**src/design/pes_pkg.sv**
```systemverilog
// Package for the percent-encoding stream block.
// Holds the configuration struct, register indexes, constants and the hex digit table.
package pes_pkg;

  localparam int unsigned CfgDataW = 64;
  localparam int unsigned CfgAddrW = 6;
  localparam int unsigned CfgIdxW  = 3;

  typedef enum logic [CfgIdxW-1:0] {
    REG_QS_LOW      = 3'd0,
    REG_QS_MID_LOW  = 3'd1,
    REG_QS_MID_HIGH = 3'd2,
    REG_QS_HIGH     = 3'd3,
    REG_SET_ONLY    = 3'd4,
    REG_BUF_SIZE    = 3'd5
  } pes_reg_t;

  localparam logic [63:0] QS_LOW_RESET   = 64'h8000_0804_0000_0000;
  localparam logic [15:0] BUF_SIZE_RESET = 16'd256;

  localparam logic [7:0] CHAR_PERCENT = 8'h25;
  localparam logic [7:0] CHAR_QUOTE   = 8'h22;
  localparam logic [7:0] CHAR_TERM    = 8'h00;

  typedef struct packed {
    logic [255:0] quote_set;
    logic         set_only;
    logic [15:0]  buffer_size;
  } pes_cfg_t;

  typedef enum logic [1:0] {
    PH_HEAD = 2'd0,
    PH_HI   = 2'd1,
    PH_LO   = 2'd2
  } pes_phase_t;

  localparam logic [7:0] HEX_DIGITS [16] = '{
    8'h30, 8'h31, 8'h32, 8'h33, 8'h34, 8'h35, 8'h36, 8'h37,
    8'h38, 8'h39, 8'h41, 8'h42, 8'h43, 8'h44, 8'h45, 8'h46
  };

  function automatic logic [7:0] hex_digit(input logic [3:0] nib);
    return HEX_DIGITS[nib];
  endfunction

endpackage

```
**src/design/pes_stream_if.sv**
```systemverilog
// Stream channel interfaces for the percent-encoding block.
// One carries source words, the other carries encoded result words; no dependencies.
interface pes_in_if;
  logic       valid;
  logic       ready;
  logic [7:0] in_byte;

  modport source (output valid, output in_byte, input ready);
  modport sink   (input valid, input in_byte, output ready);
endinterface

interface pes_out_if;
  logic       valid;
  logic       ready;
  logic [7:0] out_byte;
  logic       out_last;

  modport source (output valid, output out_byte, output out_last, input ready);
  modport sink   (input valid, input out_byte, input out_last, output ready);
endinterface

```
**src/design/pes_cfg_regs.sv**
```systemverilog
// APB-style configuration register file for the percent-encoding block.
// Depends on pes_pkg for register indexes, reset values and the configuration struct.
module pes_cfg_regs (
  input  logic                         clk,
  input  logic                         rst_n,
  input  logic                         cfg_psel,
  input  logic                         cfg_penable,
  input  logic                         cfg_pwrite,
  input  logic [pes_pkg::CfgAddrW-1:0] cfg_paddr,
  input  logic [pes_pkg::CfgDataW-1:0] cfg_pwdata,
  output logic [pes_pkg::CfgDataW-1:0] cfg_prdata,
  output logic                         cfg_pready,
  output pes_pkg::pes_cfg_t            cfg
);
  import pes_pkg::*;

  logic [63:0]        qs_low_r, qs_mid_low_r, qs_mid_high_r, qs_high_r;
  logic               set_only_r;
  logic [15:0]        buf_size_r;
  logic [CfgIdxW-1:0] idx;
  logic               wr_en;

  assign idx        = cfg_paddr[CfgAddrW-1:CfgAddrW-CfgIdxW];
  assign wr_en      = cfg_psel && cfg_penable && cfg_pwrite;
  assign cfg_pready = 1'b1;

  always_ff @(posedge clk) begin
    if (!rst_n) begin
      qs_low_r      <= QS_LOW_RESET;
      qs_mid_low_r  <= '0;
      qs_mid_high_r <= '0;
      qs_high_r     <= '0;
      set_only_r    <= 1'b0;
      buf_size_r    <= BUF_SIZE_RESET;
    end else if (wr_en) begin
      case (idx)
        REG_QS_LOW:      qs_low_r      <= cfg_pwdata;
        REG_QS_MID_LOW:  qs_mid_low_r  <= cfg_pwdata;
        REG_QS_MID_HIGH: qs_mid_high_r <= cfg_pwdata;
        REG_QS_HIGH:     qs_high_r     <= cfg_pwdata;
        REG_SET_ONLY:    set_only_r    <= cfg_pwdata[0];
        REG_BUF_SIZE:    buf_size_r    <= cfg_pwdata[15:0];
        default: ;
      endcase
    end
  end

  always_comb begin
    case (idx)
      REG_QS_LOW:      cfg_prdata = qs_low_r;
      REG_QS_MID_LOW:  cfg_prdata = qs_mid_low_r;
      REG_QS_MID_HIGH: cfg_prdata = qs_mid_high_r;
      REG_QS_HIGH:     cfg_prdata = qs_high_r;
      REG_SET_ONLY:    cfg_prdata = {63'd0, set_only_r};
      REG_BUF_SIZE:    cfg_prdata = {48'd0, buf_size_r};
      default:         cfg_prdata = '0;
    endcase
  end

  assign cfg.quote_set   = {qs_high_r, qs_mid_high_r, qs_mid_low_r, qs_low_r};
  assign cfg.set_only    = set_only_r;
  assign cfg.buffer_size = buf_size_r;

endmodule

```
**src/design/pes_classify.sv**
```systemverilog
// Decides whether a source word must be escaped.
// Depends on pes_pkg for the configuration struct and character constants.
module pes_classify (
  input  logic [7:0]        byte_in,
  input  pes_pkg::pes_cfg_t cfg,
  output logic              escape
);
  import pes_pkg::*;

  logic in_set;
  logic unsafe_char;

  assign in_set = cfg.quote_set[byte_in];

  always_comb begin
    unsafe_char = byte_in inside {CHAR_PERCENT, CHAR_QUOTE, [8'd0:8'd32],
                                  [8'd127:8'd160], 8'd255};
  end

  assign escape = in_set || (!cfg.set_only && unsafe_char);

endmodule

```
**src/design/pes_encoder.sv**
```systemverilog
// Input stage, escape sequencer, running count and output register of the encoder.
// Depends on pes_pkg, the stream interfaces and pes_classify.
module pes_encoder (
  input  logic              clk,
  input  logic              rst_n,
  input  pes_pkg::pes_cfg_t cfg,
  pes_in_if.sink            in_ch,
  pes_out_if.source         out_ch
);
  import pes_pkg::*;

  logic       stage_valid_r, stage_valid_nxt;
  logic [7:0] stage_byte_r, stage_byte_nxt;
  pes_phase_t phase_r, phase_nxt;
  logic [15:0] count_r, count_nxt;
  logic       stopped_r, stopped_nxt;
  logic       out_valid_r, out_valid_nxt;
  logic [7:0] out_byte_r, out_byte_nxt;
  logic       out_last_r, out_last_nxt;

  logic       escape, is_term, fits_esc, fits_lit;
  logic       emit, done, step, out_free, accept;
  logic [7:0] emit_byte;

  pes_classify u_classify (
    .byte_in (stage_byte_r),
    .cfg     (cfg),
    .escape  (escape)
  );

  assign is_term  = (stage_byte_r == CHAR_TERM);
  assign fits_esc = ({1'b0, count_r} + 17'd3) < {1'b0, cfg.buffer_size};
  assign fits_lit = ({1'b0, count_r} + 17'd1) < {1'b0, cfg.buffer_size};
  assign out_free = !out_valid_r || out_ch.ready;

  // Output decode for the current phase.
  always_comb begin
    emit      = 1'b0;
    done      = 1'b1;
    emit_byte = stage_byte_r;
    case (phase_r)
      PH_HEAD: begin
        if (is_term) begin
          emit      = 1'b1;
          emit_byte = CHAR_TERM;
        end else if (!stopped_r) begin
          if (escape) begin
            emit      = fits_esc;
            done      = !fits_esc;
            emit_byte = CHAR_PERCENT;
          end else begin
            emit = fits_lit;
          end
        end
      end
      PH_HI: begin
        emit      = 1'b1;
        done      = 1'b0;
        emit_byte = hex_digit(stage_byte_r[7:4]);
      end
      PH_LO: begin
        emit      = 1'b1;
        emit_byte = hex_digit(stage_byte_r[3:0]);
      end
      default: ;
    endcase
  end

  assign step         = stage_valid_r && (out_free || !emit);
  assign in_ch.ready  = !stage_valid_r || (step && done);
  assign accept       = in_ch.valid && in_ch.ready;

  // Next phase.
  always_comb begin
    phase_nxt = phase_r;
    if (step) begin
      case (phase_r)
        PH_HEAD: phase_nxt = (emit && !done) ? PH_HI : PH_HEAD;
        PH_HI:   phase_nxt = PH_LO;
        PH_LO:   phase_nxt = PH_HEAD;
        default: phase_nxt = PH_HEAD;
      endcase
    end
  end

  always_comb begin
    stage_valid_nxt = stage_valid_r;
    stage_byte_nxt  = stage_byte_r;
    count_nxt       = count_r;
    stopped_nxt     = stopped_r;
    out_valid_nxt   = out_valid_r && !out_ch.ready;
    out_byte_nxt    = out_byte_r;
    out_last_nxt    = out_last_r;

    if (step && phase_r == PH_HEAD) begin
      if (is_term) begin
        count_nxt   = '0;
        stopped_nxt = 1'b0;
      end else if (!stopped_r) begin
        if (!emit) begin
          stopped_nxt = 1'b1;
        end else if (escape) begin
          count_nxt = count_r + 16'd3;
        end else begin
          count_nxt = count_r + 16'd1;
        end
      end
    end

    if (step && emit) begin
      out_valid_nxt = 1'b1;
      out_byte_nxt  = emit_byte;
      out_last_nxt  = (phase_r == PH_HEAD) && is_term;
    end

    if (step && done) begin
      stage_valid_nxt = 1'b0;
    end
    if (accept) begin
      stage_valid_nxt = 1'b1;
      stage_byte_nxt  = in_ch.in_byte;
    end
  end

  always_ff @(posedge clk) begin
    if (!rst_n) begin
      stage_valid_r <= 1'b0;
      phase_r       <= PH_HEAD;
      count_r       <= '0;
      stopped_r     <= 1'b0;
      out_valid_r   <= 1'b0;
    end else begin
      stage_valid_r <= stage_valid_nxt;
      phase_r       <= phase_nxt;
      count_r       <= count_nxt;
      stopped_r     <= stopped_nxt;
      out_valid_r   <= out_valid_nxt;
    end
  end

  always_ff @(posedge clk) begin
    stage_byte_r <= stage_byte_nxt;
    out_byte_r   <= out_byte_nxt;
    out_last_r   <= out_last_nxt;
  end

  assign out_ch.valid    = out_valid_r;
  assign out_ch.out_byte = out_byte_r;
  assign out_ch.out_last = out_last_r;

`ifndef NO_ASSERTIONS
  a_term_clears: assert property (@(posedge clk) disable iff (!rst_n)
    (step && phase_r == PH_HEAD && is_term) |=> (count_r == '0 && !stopped_r && out_last_r))
    else $error("Terminator did not clear the string state.");

  a_digit_has_word: assert property (@(posedge clk) disable iff (!rst_n)
    (phase_r != PH_HEAD) |-> (stage_valid_r && (phase_r == PH_LO || !in_ch.ready)))
    else $error("Hex digit phase without a held source word.");

  a_escape_head: assert property (@(posedge clk) disable iff (!rst_n)
    (step && phase_r == PH_HEAD && emit && !done)
      |=> (phase_r == PH_HI && out_valid_r && out_byte_r == CHAR_PERCENT))
    else $error("Escape did not start with a percent sign.");

  a_hi_to_lo: assert property (@(posedge clk) disable iff (!rst_n)
    (phase_r == PH_HI && step) |=> (phase_r == PH_LO && stage_byte_r == $past(stage_byte_r)))
    else $error("High digit was not followed by the low digit of the same word.");
`endif

endmodule

```
**src/design/percent_encode_stream.sv**
```systemverilog
// Top level of the streaming percent-encoder.
// Depends on pes_pkg, the stream interfaces, pes_cfg_regs and pes_encoder.
//
// Each source word is held in one input register and resolved there: a literal or a
// terminator yields one result word, an escaped byte yields '%' and two uppercase hex
// digits in that order, and a word that no longer fits yields nothing. Throughput is one
// source word per cycle for literals while the output is not stalled; an escaped word
// is held until its three result words are issued. A new word is taken in the cycle the
// held one finishes. Configuration is written over the APB port at byte address 8*i.
module percent_encode_stream (
  input  logic                         clk,
  input  logic                         rst_n,
  pes_in_if.sink                       in_ch,
  pes_out_if.source                    out_ch,
  input  logic                         cfg_psel,
  input  logic                         cfg_penable,
  input  logic                         cfg_pwrite,
  input  logic [pes_pkg::CfgAddrW-1:0] cfg_paddr,
  input  logic [pes_pkg::CfgDataW-1:0] cfg_pwdata,
  output logic [pes_pkg::CfgDataW-1:0] cfg_prdata,
  output logic                         cfg_pready
);
  import pes_pkg::*;

  pes_cfg_t cfg;

  pes_cfg_regs u_cfg_regs (
    .clk         (clk),
    .rst_n       (rst_n),
    .cfg_psel    (cfg_psel),
    .cfg_penable (cfg_penable),
    .cfg_pwrite  (cfg_pwrite),
    .cfg_paddr   (cfg_paddr),
    .cfg_pwdata  (cfg_pwdata),
    .cfg_prdata  (cfg_prdata),
    .cfg_pready  (cfg_pready),
    .cfg         (cfg)
  );

  pes_encoder u_encoder (
    .clk    (clk),
    .rst_n  (rst_n),
    .cfg    (cfg),
    .in_ch  (in_ch),
    .out_ch (out_ch)
  );

endmodule
```
**src/flat_wrapper.sv**
```systemverilog
// flat-port wrapper written by rule: the top's interface ports become plain ports
module percent_encode_stream_flat import pes_pkg::*;
  (clk, rst_n, cfg_psel, cfg_penable, cfg_pwrite, cfg_paddr, cfg_pwdata, cfg_prdata, cfg_pready, in_ch_valid, in_ch_in_byte, in_ch_ready, out_ch_valid, out_ch_out_byte, out_ch_out_last, out_ch_ready);
  pes_in_if in_ch_i ();
  pes_out_if out_ch_i ();
  input  logic clk;
  input  logic rst_n;
  input  logic cfg_psel;
  input  logic cfg_penable;
  input  logic cfg_pwrite;
  input  logic [pes_pkg::CfgAddrW-1:0] cfg_paddr;
  input  logic [pes_pkg::CfgDataW-1:0] cfg_pwdata;
  output logic [pes_pkg::CfgDataW-1:0] cfg_prdata;
  output logic cfg_pready;
  input wire logic [$bits(in_ch_i.valid)-1:0] in_ch_valid;
  input wire logic [$bits(in_ch_i.in_byte)-1:0] in_ch_in_byte;
  output wire logic [$bits(in_ch_i.ready)-1:0] in_ch_ready;
  output wire logic [$bits(out_ch_i.valid)-1:0] out_ch_valid;
  output wire logic [$bits(out_ch_i.out_byte)-1:0] out_ch_out_byte;
  output wire logic [$bits(out_ch_i.out_last)-1:0] out_ch_out_last;
  input wire logic [$bits(out_ch_i.ready)-1:0] out_ch_ready;
  assign in_ch_i.valid = in_ch_valid;
  assign in_ch_i.in_byte = in_ch_in_byte;
  assign in_ch_ready = in_ch_i.ready;
  assign out_ch_valid = out_ch_i.valid;
  assign out_ch_out_byte = out_ch_i.out_byte;
  assign out_ch_out_last = out_ch_i.out_last;
  assign out_ch_i.ready = out_ch_ready;
  percent_encode_stream u_core (.clk(clk), .rst_n(rst_n), .in_ch(in_ch_i), .out_ch(out_ch_i), .cfg_psel(cfg_psel), .cfg_penable(cfg_penable), .cfg_pwrite(cfg_pwrite), .cfg_paddr(cfg_paddr), .cfg_pwdata(cfg_pwdata), .cfg_prdata(cfg_prdata), .cfg_pready(cfg_pready));
endmodule
```
**config.mk**
```make
export PLATFORM = sky130hd
export DESIGN_NAME = percent_encode_stream_flat
export DESIGN_NICKNAME = d
export VERILOG_FILES = /design/src/design/pes_pkg.sv /design/src/design/pes_stream_if.sv /design/src/design/pes_cfg_regs.sv /design/src/design/pes_classify.sv /design/src/design/pes_encoder.sv /design/src/design/percent_encode_stream.sv /design/src/flat_wrapper.sv
export SDC_FILE = /design/constraint.sdc
export NUM_CORES = 1
export LEC_CHECK = 0
export BUFFER_PORTS_ARGS = -buffer_cell sky130_fd_sc_hd__clkbuf_2
export CAP_MARGIN = 20
export CORE_UTILIZATION = 50
export DETAILED_ROUTE_END_ITERATION = 10
export HOLD_SLACK_MARGIN = 0.15
export PLACE_DENSITY = 0.69
export SETUP_SLACK_MARGIN = 0.2
export SLEW_MARGIN = 25
export SYNTH_ARGS = -nofsm -noshare
export SYNTH_HDL_FRONTEND = slang
export SYNTH_SLANG_ARGS = --single-unit
export TNS_END_PERCENT = 1
```
**constraint.sdc**
```tcl
create_clock -name clk -period 5.8 [get_ports clk]
set_clock_uncertainty 0.05 [all_clocks]
set_input_delay 0 -clock clk [delete_from_list [all_inputs] [get_ports clk]]
set_output_delay 0 -clock clk [all_outputs]
set_load 0.01 [all_outputs]
```
==> metrics.yaml, run 1 <==
outcome: "finished, final reports clean"
place.gp.congestion: 0.9254
design.core.area_um2: 34460
yosysUniqueCellTypes: 74
overflow: 0
cts.sinks: 311
final_core_util_pct: 58.62
fill_cells: 3043
final-hold-violation-count: 0
clk_path_buf_depth: 3
crit_chain: "buf_12 -> buf_12 -> buf_4 -> mux4_2 -> a22oi_1 -> a2111oi_1 -> nor3_1 -> a32oi_2 -> nand4_2 -> nand3_1 -> a21oi_1 -> nor4b_2"
arrival_ps: 5120
fin_crit_ps: 5030
min_path_cells: 2
final_nets: 2315
crit_path_top_delay_cell: "nor4b_2"
grt_usage_pct: 29.81
setup-violations-final: 0
cp.required_ps: 5890
pre_cts_slack_ps: 993.0
async_reset_ff_share_pct: 0
areaGrowthSynthToFinish_pct: 15.76
crit_path_end_kind: "flip-flop"
leakage_nw: 7.433
wirelength_um: 53940
tns_ps: 0
synth_edf_count: 17
power_mw: 5.128
period_share_pct: 86.73
dp_hpwl_um: 35840
grt_pass1_vias: 15113
cp_max_fo: 25
rows: 68
report.final.slew_viol_count: 0
grt_first_pass_wirelength_um: 84600
r2r-end: "u_core.u_encoder.out_ch.out_byte[5]$_DFFE_PP_"
cpPeakStageDelay_ps: 800
drtIter0Drc: 1412
drv_cap: 0
drc: 0
synth_cells: 2055
cts-root-buf: "clkbuf_16"
drt-vias-per-instance: 5.970
multiInputGateArea_um2: 10090
ys_seq_elements: 311
hold_path.class: "in2reg"
critical_path_class: "reg2reg"
cp_common_cell: "buf_12"
synth_area_um2: 17450
port_buffers: 156
setup_ws_ps: 769.5
num_vias: 15899
final_cell_mix: "633 x nand2_1, 294 x dfxtp_1, 273 x a21boi_0"
postSynthNetCount: 2187
hold_end: "u_core.u_encoder.stage_byte_r[2]$_DFFE_PP_"
antenna_cells: 0
numCtsBuffers: 36
power.density_nw_per_um2: 253.9
path_clk_slew_ps: 60
synth.yosys.warnings: 0
start_util_pct: 50.64
final_common_cell: "nand2_1"
hold_start: "in_ch_in_byte[2]"
dr.pass1.iters: 7
dieArea_um2: 35650
htree_levels: 2
worstMarginPinSlew_ps: 1012
wire_per_inst_um: 20.25
cp_top_family: "simple AND/OR/NAND/NOR gates"
cp_num_buf_inv: 3
r2r_slack_ps: 770
clk-insertion-delay-late_ps: 540
peakVddDrop_uv: 207.2
r2r-start: "u_core.u_encoder.stage_byte_r[0]$_DFFE_PP_"
die_h_um: 188.8
rsz0062_at_grt: "false"
seq_area_um2: 6396
cts_resized: 0
ant_nets: 0
synth_area_per_cell_um2: 8.491
slew_headroom_pct: 32.55
synth_top_flop_cell: "dfxtp_1"
grt_antenna_before_repair: 0
ys_seq_area_share_pct: 36.66
drive_gt1_share_pct: 14.58
worstSetupStartpointType: "flip-flop"
reg2reg_depth: 12
max_freq_ghz: 0.1988
cts_setup_buffers: 0
ios: 161
die_w_um: 188.8
grt_max_degree: 171
cts_tree: "built"
==> through the flow <==
| step | cell area (um^2) | hold WS [ps] | instances |
|---|---|---|---|
| after floorplan | 17450 | 48.87 | 2055 |
| after global placement | 18230 | 148.7 | 2520 |
| after detailed placement | 18230 | 148.8 | 2520 |
| after CTS | 20200 | 153.3 | 2663 |
| after global routing | 20200 | 154.2 | 2663 |
| final | 20200 | 176.5 | 2663 |
==> worst max path at each step <==
stage | from | to | slack [ps] | cells after the start
2_1_floorplan | u_core.u_encoder.count_r[0]$_SDFFE_PN0P_ | u_core.u_encoder.out_ch.out_byte[0]$_DFFE_PP_ | 1410 | 16
3_3_place_gp | u_core.u_encoder.stage_byte_r[0]$_DFFE_PP_ | u_core.u_encoder.count_r[7]$_SDFFE_PN0P_ | 1040 | 14
3_5_place_dp | u_core.u_encoder.stage_byte_r[0]$_DFFE_PP_ | u_core.u_encoder.out_ch.out_byte[6]$_DFFE_PP_ | 990 | 12
4_1_cts | u_core.u_encoder.stage_byte_r[0]$_DFFE_PP_ | u_core.u_encoder.count_r[7]$_SDFFE_PN0P_ | 1000 | 14
5_1_grt | u_core.u_encoder.stage_byte_r[0]$_DFFE_PP_ | u_core.u_encoder.out_ch.out_byte[5]$_DFFE_PP_ | 410 | 12
6_report | u_core.u_encoder.stage_byte_r[0]$_DFFE_PP_ | u_core.u_encoder.out_ch.out_byte[5]$_DFFE_PP_ | 770 | 12
==> per-layer routing <==
layer	vias to the layer above	track usage (%)	share of wire [%]
met5	-	0	0
met4	0	10.08	2.7
met3	118	4.098	8.2
met2	758	47.57	46
met1	7568	41.34	43
li1	7455	-	-
==> cells in the mapped netlist, types with 16 or more instances <==
cell type	n	area share, %
nor2_1	43	0.92
mux2i_1	51	2.9
edfxtp_1	17	2.9
o21ai_0	24	0.69
inv_1	37	0.80
ha_1	46	3.3
xnor2_1	24	1.2
clkbuf_1	127	2.7
nand3_1	28	0.80
nor2b_1	16	0.57
a21boi_0	273	12
dfxtp_1	294	34
o22ai_1	18	0.65
nand2_1	637	14
a21oi_1	30	0.86
a22oi_1	126	5.4
mux4_2	40	5.2
==> cell type report <==
class | count | share of cell area (%)
sequential | 311 | 31.66
clock buffer | 46 | 4.943
inverter | 39 | 0.7247
timing repair buffer | 261 | 9.050
multi-input combinational | 1534 | 49.95
clock inverter | 17 | 0.8486
tap | 455 | 2.818
==> sequential cells by signal, summed over array words and instances (netlist names) <==
| name | flops |
|---|---|
| u_core.u_cfg_regs.buf_size_r | 16 |
| u_core.u_cfg_regs.qs_high_r | 64 |
| u_core.u_cfg_regs.qs_low_r | 64 |
| u_core.u_cfg_regs.qs_mid_high_r | 64 |
| u_core.u_cfg_regs.qs_mid_low_r | 64 |
| u_core.u_cfg_regs.set_only_r | 1 |
| u_core.u_encoder.count_r | 16 |
| u_core.u_encoder.out_ch.out_byte | 8 |
| u_core.u_encoder.out_ch.out_last | 1 |
| u_core.u_encoder.out_ch.valid | 1 |
| u_core.u_encoder.phase_r | 2 |
| u_core.u_encoder.stage_byte_r | 8 |
| u_core.u_encoder.stage_valid_r | 1 |
| u_core.u_encoder.stopped_r | 1 |
==> power breakdown <==
| group | switching, mW | internal, mW | leakage (nW) | total, mW |
|---|---|---|---|---|
| Sequential | 0.0494 | 2.20 | 2.53 | 2.25 |
| Combinational | 0.360 | 0.246 | 4.31 | 0.606 |
| Clock | 0.927 | 1.35 | 0.585 | 2.28 |
==> timing repair <==
item / 4_1_cts / 5_1_grt
hold buffers: 80 / 0
setup endpoints to repair: 0 / 0
endpoints found under the hold margin: 295 / 0
==> logic make-up after synthesis <==
logic type / after synthesis / share of synthesized area [%]
simple gates: 789 / 18.61
compound gates: 546 / 23.25
flops: 311 / 36.66
buf+inv: 210 / 5.765
mux: 114 / 10.43
fa+ha+maj: 47 / 3.413
xor+xnor: 37 / 1.857
other cells: 1 / 0.02149
(Power assumes the default switching activity.)
==> run 2: changes to the inputs <==
--- a/config.mk
+++ b/config.mk
@@ -8,6 +8,7 @@
 export BUFFER_PORTS_ARGS = -buffer_cell sky130_fd_sc_hd__clkbuf_2
 export CAP_MARGIN = 20
 export CORE_UTILIZATION = 50
+export CTS_BUF_LIST = sky130_fd_sc_hd__clkbuf_4 sky130_fd_sc_hd__clkbuf_8
 export DETAILED_ROUTE_END_ITERATION = 10
 export HOLD_SLACK_MARGIN = 0.15
 export PLACE_DENSITY = 0.69
==> run 2 against run 1 <==
Wire length up 3.7%. Utilization increased by 1.7 points. Worst hold slack improved by 6.7 ps. Final cell count grew 3.5%. Clock power is 7% lower. Sequential share of layout area down 0.90 points. Sequential cell count unchanged. Critical endpoint is now u_core.u_encoder.count_r[7]$_SDFFE_PN0P_. Power decreased by 2.2%. Maximum frequency rose by 2.7%.
==> metrics.yaml, run 2 (synthesis results as in run 1) <==
clk-insertion-delay-late_ps: 670  # was 540 ps
drt-vias-per-instance: 5.960  # was 5.970
seqPwrFrac_pct: 44.8  # was 43.8%
cts_tree: "built"  # unchanged
cpPeakStageDelay_ps: 910  # was 800 ps
die_w_um: 188.8  # unchanged
final_common_cell: "nand2_1"  # unchanged
crit_path_top_delay_cell: "edfxtp_1"  # was nor4b_2
power.density_nw_per_um2: 241.3  # was 253.9 nW/um^2
grt_first_pass_wirelength_um: 88230  # was 84,600 um
report.final.slew_viol_count: 0  # unchanged
p_int_mw: 3.656  # was 3.792 mW
port_buffers: 156  # unchanged
setup-violations-final: 0  # unchanged
fin_crit_ps: 4901  # was 5030 ps
met3_usage_pct: 5.308  # was 4.098%
max_freq_ghz: 0.2041  # was 0.1988 GHz
leakage_nw: 7.716  # was 7.433 nW
r2r-start: "u_core.u_encoder.stage_byte_r[1]$_DFFE_PP_"  # was u_core.u_encoder.stage_byte_r[0]$_DFFE_PP_
ios: 161  # unchanged
hold_path.class: "in2reg"  # unchanged
outcome: "finished, final reports clean"  # unchanged
crit_path_end_kind: "flip-flop"  # unchanged
antenna_cells: 0  # unchanged
cp.required_ps: 6260  # was 5890 ps
crit_chain: "buf_4 -> mux4_2 -> a22o_1 -> nor4b_1 -> a311oi_1 -> nor3_1 -> a32oi_2 -> ha_1 -> a21oi_1 -> or3b_2 -> a211oi_1 -> a21oi_1 -> a31o_2"  # was buf_12 -> buf_12 -> buf_4 -> mux4_2 -> a22oi_1 -> a2111oi_1 -> nor3_1 -> a32oi_2 -> nand4_2 -> nand3_1 -> a21oi_1 -> nor4b_2
worstSetupStartpointType: "flip-flop"  # unchanged
start_util_pct: 50.64  # unchanged
rsz0062_at_grt: "false"  # unchanged
hold_end: "u_core.u_cfg_regs.qs_low_r[61]$_SDFFE_PN0P_"  # was u_core.u_encoder.stage_byte_r[2]$_DFFE_PP_
drtIter0Drc: 1517  # was 1,412
p_comb_share_pct: 12.8  # was 11.8%
p_sw_share_pct: 27.11  # was 26.06%
cp_common_cell: "a21oi_1"  # was buf_12
worstMarginPinSlew_ps: 1008  # was 1012 ps
arrival_ps: 5360  # was 5120 ps
numCtsBuffers: 55  # was 36
drc: 0  # unchanged
drv_cap: 0  # unchanged
design.core.area_um2: 34460  # unchanged
r2r-end: "u_core.u_encoder.count_r[7]$_SDFFE_PN0P_"  # was u_core.u_encoder.out_ch.out_byte[5]$_DFFE_PP_
drive_gt1_share_pct: 15.60  # was 14.58%
path_clk_slew_ps: 60  # about the same
final_nets: 2395  # was 2,315
hold_start: "cfg_pwdata[61]"  # was in_ch_in_byte[2]
die_h_um: 188.8  # unchanged
use_met2_pct: 49.75  # was 47.57%
reg2reg_depth: 13  # was 12
critical_path_class: "reg2reg"  # unchanged
crit_path_start: "u_core.u_encoder.stage_byte_r[1]$_DFFE_PP_"  # was u_core.u_encoder.stage_byte_r[0]$_DFFE_PP_
r2r_slack_ps: 900  # was 770 ps
wirelength_um: 55920  # was 53,940 um
min_path_cells: 4  # was 2
grt_util_met1_pct: 41.76  # was 41.34%
grt_antenna_before_repair: 0  # unchanged
final_cell_mix: "633 x nand2_1, 294 x dfxtp_1, 273 x a21boi_0"  # unchanged
tns_ps: 0  # unchanged
ant_nets: 0  # unchanged
cts-root-buf: "clkbuf_8"  # was clkbuf_16
grt_max_degree: 171  # unchanged
p_switching_mw: 1.360  # was 1.336 mW
areaGrowthSynthToFinish_pct: 19.15  # was 15.76%
grt_busiest_layer: "met2"  # unchanged
clkPwrFrac_pct: 42.4  # was 44.4%
htree_levels: 2  # unchanged
period_share_pct: 84.49  # was 86.73%
wire_per_inst_um: 20.29  # was 20.25 um
cts_resized: 0  # unchanged
grt_pass1_vias: 15906  # was 15.11k
clk_path_buf_depth: 3  # unchanged
grt_usage_pct: 31.19  # was 29.81%
peakVddDrop_uv: 172.1  # was 207.2 uV
place.gp.congestion: 0.9254  # unchanged
dr.pass1.iters: 6  # was 7
rows: 68  # unchanged
num_vias: 16426  # was 15.90k
dp_hpwl_um: 35840  # unchanged
dieArea_um2: 35650  # unchanged
cp_max_fo: 20  # was 25
overflow: 0  # unchanged
cts_setup_buffers: 0  # unchanged
cts.sinks: 311  # unchanged
slew_headroom_pct: 32.81  # was 32.55%
final-hold-violation-count: 0  # unchanged
whs_ps: 183.2  # was 176.5 ps
-- run 2: cell count changes in the layout (fill, tap and decap cells not counted), sizes merged --
cell / change
clkbuf: +40
dlygate4sd3: +60
inv: +1
buf: +2
bufinv: -2
clkinv: -8
-- run 2: worst max-delay path by stage --
stage / to / depth (start not counted)
after floorplan: u_core.u_encoder.out_ch.out_byte[0]$_DFFE_PP_ / 16
after global placement: u_core.u_encoder.count_r[7]$_SDFFE_PN0P_ / 14
after detailed placement: u_core.u_encoder.out_ch.out_byte[6]$_DFFE_PP_ / 12
after CTS: u_core.u_encoder.out_ch.out_byte[1]$_DFFE_PP_ / 12
after global routing: u_core.u_encoder.count_r[7]$_SDFFE_PN0P_ / 14
final: u_core.u_encoder.count_r[7]$_SDFFE_PN0P_ / 13
-- run 2: cell type report --
class	count	area, um^2
inverter	39	146.4
clock buffer	87	1047
sequential	311	6396
fill	3002	13670
tap	455	569.3
timing repair buffer	322	2454
multi-input combinational	1534	10100
clock inverter	8	78.83
-- run 2: timing repair --
item                                    4_1_cts  5_1_grt
hold buffers                                140        0
hold endpoints to repair                    296        0
endpoints found under the setup margin        0        0
-- run 2: metal layers --
metal	up-vias	part of all wire, %
met3	135	8.8
met4	0	3.1
met1	7845	42
met5	-	0
li1	7614	-
met2	832	47
-- run 2: power by group through the flow --
| stage | Sequential [mW] | Clock [mW] | Combinational [mW] |
|---|---|---|---|
| after global placement | 2.29 | 0 | 0.542 |
| after global routing | 2.25 | 2.25 | 0.685 |
| after detailed placement | 2.29 | 0 | 0.549 |
| after CTS | 2.24 | 2.15 | 0.626 |
| final | 2.25 | 2.13 | 0.643 |
| after floorplan | 2.27 | 0 | 0.396 |
-- run 2: per-stage QoR --
step           power [mW]  area [um^2]  worst slack [ps]  utilization (%)  std cells
2_1_floorplan       2.661        17450              1413                -       2055
3_3_place_gp        2.830        18230              1038            52.89       2520
3_5_place_dp        2.838        18230             993.0            52.89       2520
4_1_cts             5.019        20750             932.7            60.23       2755
5_1_grt             5.181        20790             707.4            60.33       2756
6_report            5.016        20790             899.4            60.33       2756
-- run 2: critical path, delay by kind of cell, from the launching register on --
| family | cells | cell delay [ps] |
|---|---|---|
| buffers and inverters | 1 | 400 |
| AOI/OAI and AO/OA | 7 | 1340 |
| adders and majority gates | 1 | 360 |
| and+or+nand+nor | 3 | 1280 |
| DFF | 1 | 910 |
| muxes | 1 | 390 |
==> run 3: changes to the inputs <==
--- a/config.mk
+++ b/config.mk
@@ -5,13 +5,14 @@
 export SDC_FILE = /design/constraint.sdc
 export NUM_CORES = 1
 export LEC_CHECK = 0
+export ABC_AREA = 1
 export BUFFER_PORTS_ARGS = -buffer_cell sky130_fd_sc_hd__clkbuf_2
 export CAP_MARGIN = 20
 export CORE_UTILIZATION = 50
 export CTS_BUF_LIST = sky130_fd_sc_hd__clkbuf_4 sky130_fd_sc_hd__clkbuf_8
 export DETAILED_ROUTE_END_ITERATION = 10
 export HOLD_SLACK_MARGIN = 0.15
-export PLACE_DENSITY = 0.69
+export PLACE_DENSITY = 0.72
 export SETUP_SLACK_MARGIN = 0.2
 export SLEW_MARGIN = 25
 export SYNTH_ARGS = -nofsm -noshare
==> constraint.sdc (replaced) <==
create_clock -name clk -period 4 [get_ports clk]
set_clock_uncertainty 0.05 [all_clocks]
set_input_delay 0 -clock clk [delete_from_list [all_inputs] [get_ports clk]]
set_output_delay 0 -clock clk [all_outputs]
set_load 0.01 [all_outputs]
==> run 3 against run 2 <==
Register-to-register slack got worse by 650 ps. Synthesized cell count grew 20%. Sequential cell count did not move. Utilization increased by 1.5 points. Combinational power increased by 68%. Global-route usage increased by 1.9 points. Final cell count increased by 15%. Clock power grew 46%. Area after synthesis fell by 2.7%. Die area down 2.7%. Largest power group unchanged.
==> metrics.yaml, run 3 <==
cts-root-buf: "clkbuf_8"  # unchanged
final_common_cell: "nand2_1"  # unchanged
synth.yosys.warnings: 0  # unchanged
yosysMostFrequentCell: "nand2_1"  # unchanged
rows: 67  # was 68
drc: 0  # unchanged
worstSetupStartpointType: "flip-flop"  # unchanged
synth_area_leaders: "dfxtp_1 35%, nand2_1 9.6%, o21ai_0 9.3%, nor2_1 7.4%, a21oi_1 7.0%"  # was dfxtp_1 34%, nand2_1 14%, a21boi_0 12%, a22oi_1 5.4%, mux4_2 5.2%
synth_area_per_cell_um2: 6.866  # was 8.491 um^2
r2r_slack_ps: 250  # was 900 ps
final-hold-violation-count: 0  # unchanged
fill_cells: 3047  # was 3,002
ys_seq_elements: 311  # unchanged
design.core.area_um2: 33450  # was 34,460 um^2
areaGrowthSynthToFinish_pct: 21.82  # was 19.15%
placed_cell_area_um2: 18080  # was 18,230 um^2
synth_cells: 2473  # was 2,055
final_core_util_pct: 61.84  # was 60.33%
cts_tree: "built"  # unchanged
path_clk_slew_ps: 60  # about the same
peakVddDrop_uv: 224.6  # was 172.1 uV
synth_top_cell_by_area: "dfxtp_1"  # unchanged
numCtsBuffers: 53  # was 55
p_comb_share_pct: 14.6  # was 12.8%
cp_max_fo: 4  # was 20
drive_gt1_share_pct: 14.26  # was 15.60%
num_vias: 18310  # was 16.43k
whs_ps: 150.2  # was 183.2 ps
layout.cells.non_filler: 3183  # was 2,756
post-route-cell-area_um2: 20680  # was 20,790 um^2
wl_met3_um: 6079  # was 4908 um
cp_top_family: "simple AND/OR/NAND/NOR gates"  # was compound AO/OA/AOI/OAI gates
yosysUniqueCellTypes: 47  # was 74
slew_headroom_pct: 15.14  # was 32.81%
grt_antenna_before_repair: 1  # was 0
top_layer: "met4"  # unchanged
synth_edf_count: 17  # unchanged
period_share_pct: 94.55
dp_hpwl_um: 36760  # was 35,840 um
grt_usage_pct: 33.11  # was 31.19%
r2r-start: "u_core.u_encoder.stage_byte_r[0]$_DFFE_PP_"  # was u_core.u_encoder.stage_byte_r[1]$_DFFE_PP_
port_buffers: 156  # unchanged
tns_ps: 0  # unchanged
setup-violations-final: 0  # unchanged
crit_path_top_delay_cell: "dfxtp_4"  # was edfxtp_1
fin_crit_ps: 3782
r2r-end: "u_core.u_encoder.count_r[11]$_SDFFE_PN0P_"  # was u_core.u_encoder.count_r[7]$_SDFFE_PN0P_
clk_path_buf_depth: 3  # unchanged
start_util_pct: 50.76  # was 50.64%
seq_area_um2: 6414  # was 6396 um^2
cts.sinks: 311  # unchanged
ant_nets: 0  # unchanged
overflow: 0  # unchanged
seqPwrFrac_pct: 43.6  # was 44.8%
drv_cap: 0  # unchanged
final_cell_mix: "430 x nand2_1, 321 x nor2_1, 311 x o21ai_0"  # was 633 x nand2_1, 294 x dfxtp_1, 273 x a21boi_0
met1_length_um: 24300  # was 23,230 um
hold_path.class: "in2reg"  # unchanged
critical_path_class: "reg2out"  # was reg2reg
cp.required_ps: 3950  # was 6260 ps
worstMarginPinSlew_ps: 1273  # was 1008 ps
leakage_nw: 8.806  # was 7.716 nW
cp_common_cell: "nand2_1"  # was a21oi_1
power_mw: 7.427  # was 5.016 mW
grt_first_pass_wirelength_um: 90360  # was 88,230 um
min_path_cells: 4  # unchanged
die_h_um: 186.3  # was 188.8 um
wirelength_um: 59390  # was 55,920 um
pre_cts_slack_ps: 98.82  # was 993.0 ps
final_nets: 2822  # was 2,395
drtIter0Drc: 2001  # was 1,517
grt_pass1_vias: 17057  # was 15.91k
cpPeakStageDelay_ps: 360  # was 910 ps
arrival_ps: 3730  # was 5360 ps
postSynthNetCount: 2605  # was 2,187
crit_chain: "buf_4 -> nand2_1 -> nor2_2 -> nand2_1 -> nor2_2 -> xor2_1 -> ha_1 -> a21oi_2 -> nor3_1 -> a211oi_1 -> nor2_1 -> nor2_1 -> o21ai_1 -> a21oi_2 -> nand3_2 -> nand3_1 -> nand2_1 -> nand2_2 -> nand3_2 -> nand2_2 -> o21ai_1 -> buf_4 -> clkbuf_2"  # was buf_4 -> mux4_2 -> a22o_1 -> nor4b_1 -> a311oi_1 -> nor3_1 -> a32oi_2 -> ha_1 -> a21oi_1 -> or3b_2 -> a211oi_1 -> a21oi_1 -> a31o_2
clkPwrFrac_pct: 41.8  # was 42.4%
rsz0062_at_grt: "true"  # was false
synth_area_um2: 16980  # was 17,450 um^2
synth_top_flop_cell: "dfxtp_1"  # unchanged
p_int_mw: 5.311  # was 3.656 mW
hold_start: "cfg_pwdata[36]"  # was cfg_pwdata[61]
drt-vias-per-instance: 5.752  # was 5.960
dieArea_um2: 34700  # was 35,650 um^2
async_reset_ff_share_pct: 0  # unchanged
p_switching_mw: 2.116  # was 1.360 mW
dr.pass1.iters: 6  # unchanged
synth_top_area_share_pct: 34.66  # was 33.73%
power.density_nw_per_um2: 359.1  # was 241.3 nW/um^2
htree_levels: 2  # unchanged
report.final.slew_viol_count: 0  # unchanged
wl_met2_um: 26920  # was 26,040 um
reg2reg_depth: 23  # was 13
setup_ws_ps: 217.9  # was 899.4 ps
ios: 161  # unchanged
post-place-cells: 2961  # was 2,520
ys_seq_area_share_pct: 37.67  # was 36.66%
multiInputGateArea_um2: 9041  # was 10,100 um^2
clk-insertion-delay-late_ps: 640  # was 670 ps
die_w_um: 186.3  # was 188.8 um
hold_end: "u_core.u_cfg_regs.qs_low_r[36]$_SDFFE_PN0P_"  # was u_core.u_cfg_regs.qs_low_r[61]$_SDFFE_PN0P_
wire_per_inst_um: 18.66  # was 20.29 um
cp_num_buf_inv: 3  # was 1
place.gp.congestion: 0.8970  # was 0.9254
max_freq_ghz: 0.2644
grt_max_degree: 276  # was 171
crit_path_end_kind: "output port"  # was flip-flop
outcome: "finished, final reports clean"  # unchanged
p_sw_share_pct: 28.49  # was 27.11%
synth.top_cells.by_count: "434 x nand2_1, 334 x nor2_1, 314 x o21ai_0"  # was 637 x nand2_1, 294 x dfxtp_1, 273 x a21boi_0
==> run 3: cell types whose count changed in the layout (fill, tap and decap cells not counted), sizes merged, moves of 75 or more <==
cell	previous run	this run
nor2	43	340
a21oi	30	238
nand3	28	114
a22oi	126	51
a21boi	273	2
o21ai	24	343
nand2	637	437
inv	40	228
==> run 3: repair_timing <==
action,in CTS,in global routing
pin swaps,14,18
gates cloned,0,3
setup endpoints to repair,26,36
hold buffers,110,0
gates resized for setup,38,25
setup buffers,4,6
endpoints found under the hold margin,319,0
==> run 3: routing by layer <==
metal | vias to the layer above | track usage (%)
met1 | 8431 | 43.51
met5 | - | 0
met2 | 1012 | 52.55
met3 | 173 | 6.990
met4 | 0 | 13.97
li1 | 8694 | -
==> run 3: cell type report <==
cell class / instances / share of cell area (%)
clock inverters: 12 / 0.3146
well taps: 448 / 2.710
diodes: 1 / 0.01210
flip-flops and latches: 311 / 31.01
repair buffers: 336 / 12.61
inverters: 234 / 4.325
multi-input cells: 1754 / 43.71
clock buffers: 87 / 5.305
==> run 3: worst max path at each step <==
stage | from | to | slack (ps) | cells after the start
floorplan | u_core.u_encoder.count_r[0]$_SDFFE_PN0P_ | u_core.u_encoder.stage_byte_r[0]$_DFFE_PP_ | 270 | 24
global placement | u_core.u_encoder.count_r[0]$_SDFFE_PN0P_ | u_core.u_encoder.stage_byte_r[6]$_DFFE_PP_ | 170 | 24
detailed placement | u_core.u_encoder.count_r[0]$_SDFFE_PN0P_ | u_core.u_encoder.stage_byte_r[5]$_DFFE_PP_ | 100 | 20
CTS | u_core.u_encoder.count_r[8]$_SDFFE_PN0P_ | in_ch_ready | 210 | 23
global route | u_core.u_encoder.count_r[1]$_SDFFE_PN0P_ | in_ch_ready | -20 | 25
finish | u_core.u_encoder.count_r[8]$_SDFFE_PN0P_ | in_ch_ready | 220 | 23
==> run 3: cell families (layout without fill, tap and decap cells) <==
logic type               after synthesis  after routing  share of synthesized area, %
AND/OR/NAND/NOR                      920            920                         21.87
AO/OA/AOI/OAI                        745            745                         24.70
buffers and inverters                408            669                         10.11
flip-flops                           311            311                         37.67
adder cells (fa/ha/maj)               47             47                         3.508
XOR/XNOR                              41             41                         2.115
other                                  1              2                       0.02209
==> run 3: power by group through the flow <==
stage | clock [mW] | combinational [mW] | sequential (mW)
after floorplan | 0 | 0.603 | 3.30
after global placement | 0 | 0.903 | 3.30
after detailed placement | 0 | 0.920 | 3.31
after CTS | 3.12 | 1.02 | 3.24
after global routing | 3.27 | 1.17 | 3.24
final | 3.10 | 1.08 | 3.24
==> run 3: worst reg2reg max path, delay by kind of cell (launching register included) <==
kind	cells	cell delay, ps
xor+xnor	1	150
buf+inv	3	530
compound gates	5	820
fa+ha+maj	1	280
simple gates	13	1480
flops	1	380
